`src/rtl/core/afnt_pkg.sv`:
```
// Package for the aspect-fit nearest-neighbor thumbnail block.
// Holds sizes, command and register codes, payload structs and the divider interface.
// No dependencies.
package afnt_pkg;

    // Store and geometry limits
    localparam int MAX_TIP_SIDE  = 256;
    localparam int MAX_CELL_SIDE = 256;
    localparam int STORE_SIZE    = MAX_TIP_SIDE * MAX_TIP_SIDE;
    localparam int ADDR_W        = $clog2(STORE_SIZE);
    localparam int CNT_W         = ADDR_W + 1;
    localparam int SIDE_W        = 9;
    localparam int COORD_W       = 8;
    localparam int PIX_W         = 8;

    // Configuration port
    localparam int CFG_IDX_W  = 2;
    localparam int CFG_DATA_W = 9;
    localparam logic [CFG_IDX_W-1:0] CFG_CELL_SIDE  = 2'd0;
    localparam logic [CFG_IDX_W-1:0] CFG_TIP_WIDTH  = 2'd1;
    localparam logic [CFG_IDX_W-1:0] CFG_TIP_HEIGHT = 2'd2;
    localparam logic [SIDE_W-1:0]    CELL_SIDE_RESET = 9'd64;

    // Commands
    localparam logic [1:0] CMD_CLEAR  = 2'd0;
    localparam logic [1:0] CMD_APPEND = 2'd1;
    localparam logic [1:0] CMD_QUERY  = 2'd2;
    localparam logic [1:0] CMD_NONE   = 2'd3;

    localparam logic [PIX_W-1:0] PIX_FULL = 8'd255;

    // Shared divider sizes: numerator covers 2*short*side + long
    localparam int DIV_NUM_W = 18;
    localparam int DIV_DEN_W = 10;
    localparam int DIV_CNT_W = $clog2(DIV_NUM_W + 1);

    typedef struct packed {
        logic [1:0]         command;
        logic [PIX_W-1:0]   sample_coverage;
        logic [COORD_W-1:0] query_x;
        logic [COORD_W-1:0] query_y;
    } t_in_item;

    typedef struct packed {
        logic [PIX_W-1:0] red;
        logic [PIX_W-1:0] green;
        logic [PIX_W-1:0] blue;
        logic [PIX_W-1:0] alpha;
    } t_out_item;

    typedef struct packed {
        logic                 start;
        logic [DIV_NUM_W-1:0] num;
        logic [DIV_DEN_W-1:0] den;
    } t_div_req;

    typedef struct packed {
        logic                 done;
        logic [DIV_NUM_W-1:0] quot;
    } t_div_rsp;

endpackage

```
`src/rtl/core/afnt_div.sv`:
```
// Restoring unsigned divider, one quotient bit per cycle.
// Depends on afnt_pkg for widths and the request/response structs.
module afnt_div
    import afnt_pkg::*;
(
    input  logic     i_clk,
    input  logic     i_rst_n,
    input  t_div_req i_req,
    output t_div_rsp o_rsp
);

    logic                 r_busy;
    logic                 r_done;
    logic [DIV_CNT_W-1:0] r_cnt;
    logic [DIV_NUM_W-1:0] r_quo;
    logic [DIV_DEN_W-1:0] r_rem;
    logic [DIV_DEN_W-1:0] r_den;
    logic [DIV_DEN_W:0]   w_shift;
    logic                 w_fit;

    // Shift in the next numerator bit and trial-subtract
    assign w_shift = {r_rem, r_quo[DIV_NUM_W-1]};
    assign w_fit   = (w_shift >= {1'b0, r_den});

    // Control
    always_ff @(posedge i_clk) begin
        if (!i_rst_n) begin
            r_busy <= 1'b0;
            r_done <= 1'b0;
            r_cnt  <= '0;
        end else begin
            r_done <= 1'b0;
            if (i_req.start) begin
                r_busy <= 1'b1;
                r_cnt  <= DIV_CNT_W'(DIV_NUM_W);
            end else if (r_busy) begin
                r_cnt <= r_cnt - 1'b1;
                if (r_cnt == DIV_CNT_W'(1)) begin
                    r_busy <= 1'b0;
                    r_done <= 1'b1;
                end
            end
        end
    end

    // Datapath
    always_ff @(posedge i_clk) begin
        if (i_req.start) begin
            r_quo <= i_req.num;
            r_rem <= '0;
            r_den <= i_req.den;
        end else if (r_busy) begin
            if (w_fit) begin
                r_rem <= DIV_DEN_W'(w_shift - {1'b0, r_den});
            end else begin
                r_rem <= w_shift[DIV_DEN_W-1:0];
            end
            r_quo <= {r_quo[DIV_NUM_W-2:0], w_fit};
        end
    end

    assign o_rsp.done = r_done;
    assign o_rsp.quot = r_quo;

endmodule

```
`config.mk`:
```
export PLATFORM = sky130hd
export DESIGN_NAME = afnt_div
export DESIGN_NICKNAME = d
export VERILOG_FILES = /design/src/rtl/core/afnt_pkg.sv /design/src/rtl/core/afnt_div.sv
export SDC_FILE = /design/constraint.sdc
export NUM_CORES = 1
export LEC_CHECK = 0
export BUFFER_PORTS_ARGS = -buffer_cell sky130_fd_sc_hd__buf_2
export CORE_ASPECT_RATIO = 1.1
export CORE_MARGIN = 2
export CORE_UTILIZATION = 45
export CTS_CLUSTER_DIAMETER = 100
export CTS_CLUSTER_SIZE = 40
export DETAILED_ROUTE_END_ITERATION = 7
export GPL_TIMING_DRIVEN = 0
export PLACE_DENSITY_LB_ADDON = 0.12
export SYNTH_ARGS = -nofsm -noshare
export SYNTH_HDL_FRONTEND = slang
export SYNTH_SLANG_ARGS = --single-unit
```
`constraint.sdc`:
```
create_clock -name i_clk -period 2.8 [get_ports i_clk]
set_input_delay 0.28 -clock i_clk [delete_from_list [all_inputs] [get_ports i_clk]]
set_output_delay 0.28 -clock i_clk [all_outputs]
set_load 0.02 [all_outputs]
```
* Word level (Yosys, flattened, before mapping)
Index checks and enable logic that the tools add are counted.
** Cells by class
- Muxes and demuxes :: 9
- Add/subtract/negate cells :: 2
- Shift-type cells :: 0
- Equal/unequal tests :: 1
- Reductions and logical operators :: 3
- Divide/modulo/power cells :: 0
- $lt $le $gt $ge :: 1
- Bitwise operators :: 2
- Multipliers :: 0
** Operator list (count)
- two-way mux 18 bit :: 2
- >= comparator 11 x 10 -> 1 bit :: 1
- two-way mux 10 bit :: 1
- two-way mux 5 bit :: 2
- subtractor 10 bit :: 1
- equality test 5 x 1 -> 1 bit, second input constant :: 1
- subtractor 5 x 1 -> 5 bit, second input constant :: 1
- two-way mux 1 bit :: 4
- OR reduction 3 bit :: 1
- NOT 1 bit :: 2
- nonzero test 2 bit :: 1
- OR reduction 2 bit :: 1
** Word-level totals
- Output and inout port bits :: 19
- Bits in writable memories :: 0
- Memories kept :: 0
- Word-level logic and storage cells :: 25
- Input port bits :: 31
- Latch bits :: 0
- Bits in registers :: 45
- Memory bits (read-only) :: 0

* Depth between registers and ports, before layout
- Depth after elaboration :: 4
- Gate-level depth with buffers :: 10

* Least setup slack after synthesis
No wires, ideal clock.
- Path type :: register to register
- Start point :: register r_quo[17]
- End point :: register r_rem[8]
- Buffers on the path :: 0
- Data arrival time :: 2.155 ns
- Path slack :: 0.560 ns
- Clock period less this slack :: 2.240 ns
- Cell stages (with the launch flop) :: 11
- Cells stage by stage :: edfxtp_1 > inv_1 > ha_1 > inv_1 > fa_1 > a211oi_1 > nor2_1 > o221ai_1 > xnor2_1 > mux2i_1 > a211oi_1
** On the way
- Longest elaborated chain between the ends :: 2
** RTL lines
- from (decl) :: RTL line afnt_div.sv:15 : logic [DIV_NUM_W-1:0] r_quo;
- from (signal assigned) :: RTL line afnt_div.sv:49 : r_quo <= i_req.num;
- from (signal assigned) :: RTL line afnt_div.sv:58 : r_quo <= {r_quo[DIV_NUM_W-2:0], w_fit};
- subtractor 10 bit / >= comparator 11 x 10 -> 1 bit (equally long branches) :: RTL line afnt_div.sv:54, afnt_div.sv:23
- two-way mux 10 bit (*) :: RTL line afnt_div.sv:53 : if (w_fit) begin
- to (signal assigned) :: RTL line afnt_div.sv:54 : r_rem <= DIV_DEN_W'(w_shift - {1'b0, r_den});
- to (signal assigned) :: RTL line afnt_div.sv:56 : r_rem <= w_shift[DIV_DEN_W-1:0];
- to (decl) :: RTL line afnt_div.sv:16 : logic [DIV_DEN_W-1:0] r_rem;
Every way passes the cells marked *; elsewhere a longest branch is shown, timed or not.
A chain may end at the register's enable or synchronous reset.

* Worst setup path in the final report
Same ends and word-level chain as after synthesis.

==> results.json <==
{
  "critPathLaunchType": "register",
  "critical-path-top-delay-family": "compound AO/OA/AOI/OAI gates",
  "hold_depth": 1,
  "portBuffers": 49,
  "clock-root-buffer": "clkbuf_8",
  "vias": 1662,
  "dr.pass1.iters": 4,
  "crit_path_cell_trace": "inv_1, ha_1, inv_1, fa_1, a211oi_1, nor2_1, o221ai_1, xnor2_1, mux2i_1, a211oi_1",
  "gp_congestion": 0.800,
  "fin_ws_ps": 448,
  "slew_headroom_pct": 64.2,
  "synthTopCellsByArea": "edfxtp_1 36%, dfxtp_1 14%, mux2_2 8.6%, ha_1 6.4%, mux2i_1 3.8%",
  "yosysTopAreaCellShare_pct": 35.7,
  "fin_worst_skew_ps": 7.23,
  "rsz0062_at_grt": "no",
  "antenna_found_initial": 0,
  "initial_utilization_pct": 46.7,
  "numClockSinks": 45,
  "critPathMaxFanout": 3,
  "finalWirelength_um": 4460,
  "yosysTopAreaCell": "edfxtp_1",
  "dieWidth_um": 72.9,
  "end_kind": "register",
  "vdd_drop_max_uv": 322,
  "power_mw": 1.72,
  "final-hold-violation-count": 0,
  "dp_hpwl_um": 3230,
  "drv_slew": 0,
  "drive_gt1_share_pct": 30.5,
  "final_cells": 320,
  "grt_remaining_overflow": 0,
  "finalCriticalPeriod_ps": 2350,
  "clk_latency_ps": 300,
  "route.detailed.wl_per_inst_um": 13.9,
  "reg2reg_slack_ps": 450,
  "r2r_cells": 10,
  "syn_area_mm2": 0.00235,
  "synth_warnings": 0,
  "cts_tree": "built",
  "htreeDepth": 2,
  "grt_use_total_pct": 16.7,
  "power_density_mw_per_mm2": 619,
  "power.leakage_nw": 1.17,
  "cts.repair.resized": 0,
  "clk_pin_slew_worst_paths_ps": 90,
  "worst-path-buf-inv": 2,
  "clk_path_buf_depth": 2,
  "ys_seq_elements": 45,
  "synth_cell_types": 40,
  "grt_pass1_vias": 1650,
  "synth_seq_area_share_pct": 50.2,
  "fin_crit_sh_pct": 84.0,
  "drtAntennaViolNets": 0,
  "ios": 50,
  "min_from": "i_req[7]",
  "synth_flop_cell": "edfxtp_1",
  "drt_iter0_markers": 99,
  "finalSetupViolations": 0,
  "cts_hold_buf": 0,
  "netlist_instances": 205,
  "maxCapViolCount": 0,
  "setup_tns_ps": 0,
  "maxClockFrequency_ghz": 0.425,
  "critPathArrivalTime_ps": 2570,
  "core_mm2": 0.00503,
  "worstMarginPinSlew_ps": 537,
  "syn-num-nets": 249,
  "grt_pass1_wl_um": 7460,
  "place_inst": 312,
  "r2r-start": "r_quo[17]",
  "status": "complete, no violations",
  "slowest_delay_ps": 410,
  "dieArea_mm2": 0.00582,
  "syn_to_final_growth_pct": 18.2,
  "fin_util_pct": 55.2,
  "hold_class": "in -> reg",
  "async_flop_share_pct": 0,
  "synth_edf_count": 28,
  "avgSynthCellArea_um2": 11.5,
  "cp_data_required_time_ps": 3020,
  "num_rows": 27,
  "path_class": "reg -> reg",
  "reg2reg_to": "r_rem[8]",
  "grt_max_degree": 19,
  "die-height_um": 79.8,
  "viasPerCell": 5.19,
  "pre_cts_slack_ps": 489,
  "cts_setup_buffers": 0,
  "drcViolationCount": 0,
  "holdPathEnd": "r_den[7]",
  "diodes": 0,
  "cp_slowest_cell": "fa_1",
  "fin_nets": 305,
  "numCtsBuffers": 5
}
[cell usage in the layout, fill, tap and decap left out, types with 5 or more instances in the layout]
cell type and instances:
a211oi_1 9, a21oi_1 10, buf_2 49, clkbuf_1 7, clkbuf_8 5, dfxtp_1 17, edfxtp_1 28, ha_1 12
inv_1 14, mux2_2 18, mux2i_1 9, nand2_1 7, nand2b_1 7, nor2_1 19, nor3_1 6, xnor2_1 6
[final cells by class]
cell class / instances / area, um^2
flip-flops and latches: 45 / 1180
inverters: 14 / 52.6
multi-input cells: 137 / 1060
clock inverters: 3 / 41.3
clock buffers: 5 / 68.8
repair buffers: 49 / 245
fillers: 453 / 2250
well taps: 58 / 72.6
plain buffers: 9 / 53.8
[routing by layer]
metal / global-route usage, % / vias up / part of all wire [%]
li1: - / 846 / -
met1: 21.8 / 777 / 47
met2: 26.6 / 31 / 47
met3: 4.04 / 8 / 4.0
met4: 6.48 / 0 / 1.7
met5: 0 / - / 0
[where the power goes]
| part | internal, mW | switching (mW) |
|---|---|---|
| sequential | 0.774 | 0.0329 |
| combinational | 0.195 | 0.233 |
| clock | 0.263 | 0.223 |
| total | 1.23 | 0.490 |
[worst register-to-register path: stages, from the launching register on]
cell	delay, ps
edfxtp_1	390
inv_1	90
ha_1	160
inv_1	50
fa_1	410
a211oi_1	340
nor2_1	130
o221ai_1	250
xnor2_1	150
mux2i_1	90
a211oi_1	220
[metrics by stage]
stage	hold WS [ps]	cell area (um^2)
3_5_place_dp	458	2670
2_1_floorplan	379	2350
3_3_place_gp	456	2670
4_1_cts	144	2780
5_1_grt	138	2780
6_report	154	2780
[synth_stat cells, types with 2 or more instances]
| library cell | number |
|---|---|
| a211oi_1 | 9 |
| a21o_1 | 2 |
| a21oi_1 | 10 |
| clkbuf_1 | 7 |
| dfxtp_1 | 17 |
| edfxtp_1 | 28 |
| ha_1 | 12 |
| inv_1 | 14 |
| mux2_2 | 18 |
| mux2i_1 | 9 |
| nand2_1 | 7 |
| nand2b_1 | 7 |
| nand3_1 | 3 |
| nor2_1 | 19 |
| nor3_1 | 6 |
| o211ai_1 | 2 |
| o21a_1 | 2 |
| o21ai_0 | 3 |
| xnor2_1 | 6 |
| xor2_1 | 4 |
[state kept, by name, indices dropped and copies added (netlist names)]
| register | flops |
|---|---|
| r_rem | 10 |
| r_den | 10 |
| r_quo | 18 |
| r_busy | 1 |
| r_done | 1 |
| r_cnt | 5 |
[cells by family (layout without fill, tap and decap cells)]
| kind of cell | after synthesis | in the layout | share of synthesized area, % |
|---|---|---|---|
| AOI/OAI and AO/OA | 35 | 35 | 10.8 |
| xor gates and xnor gates | 10 | 10 | 3.72 |
| adders and majority gates | 13 | 13 | 7.23 |
| buffers and inverters | 23 | 80 | 4.52 |
| DFF | 45 | 45 | 50.2 |
| muxes | 28 | 28 | 12.9 |
| and+or+nand+nor | 51 | 51 | 10.6 |
[worst max-delay path by stage]
stage / cells after the start / end / slack, ps / startpoint
2_1_floorplan: 10 / r_rem[8] / 560 / r_quo[17]
3_3_place_gp: 10 / r_rem[8] / 500 / r_quo[17]
3_5_place_dp: 10 / r_rem[8] / 490 / r_quo[17]
4_1_cts: 10 / r_rem[8] / 450 / r_quo[17]
5_1_grt: 10 / r_rem[8] / 260 / r_quo[17]
6_report: 10 / r_rem[8] / 450 / r_quo[17]
Note: power is estimated with default switching activity, not from simulation.
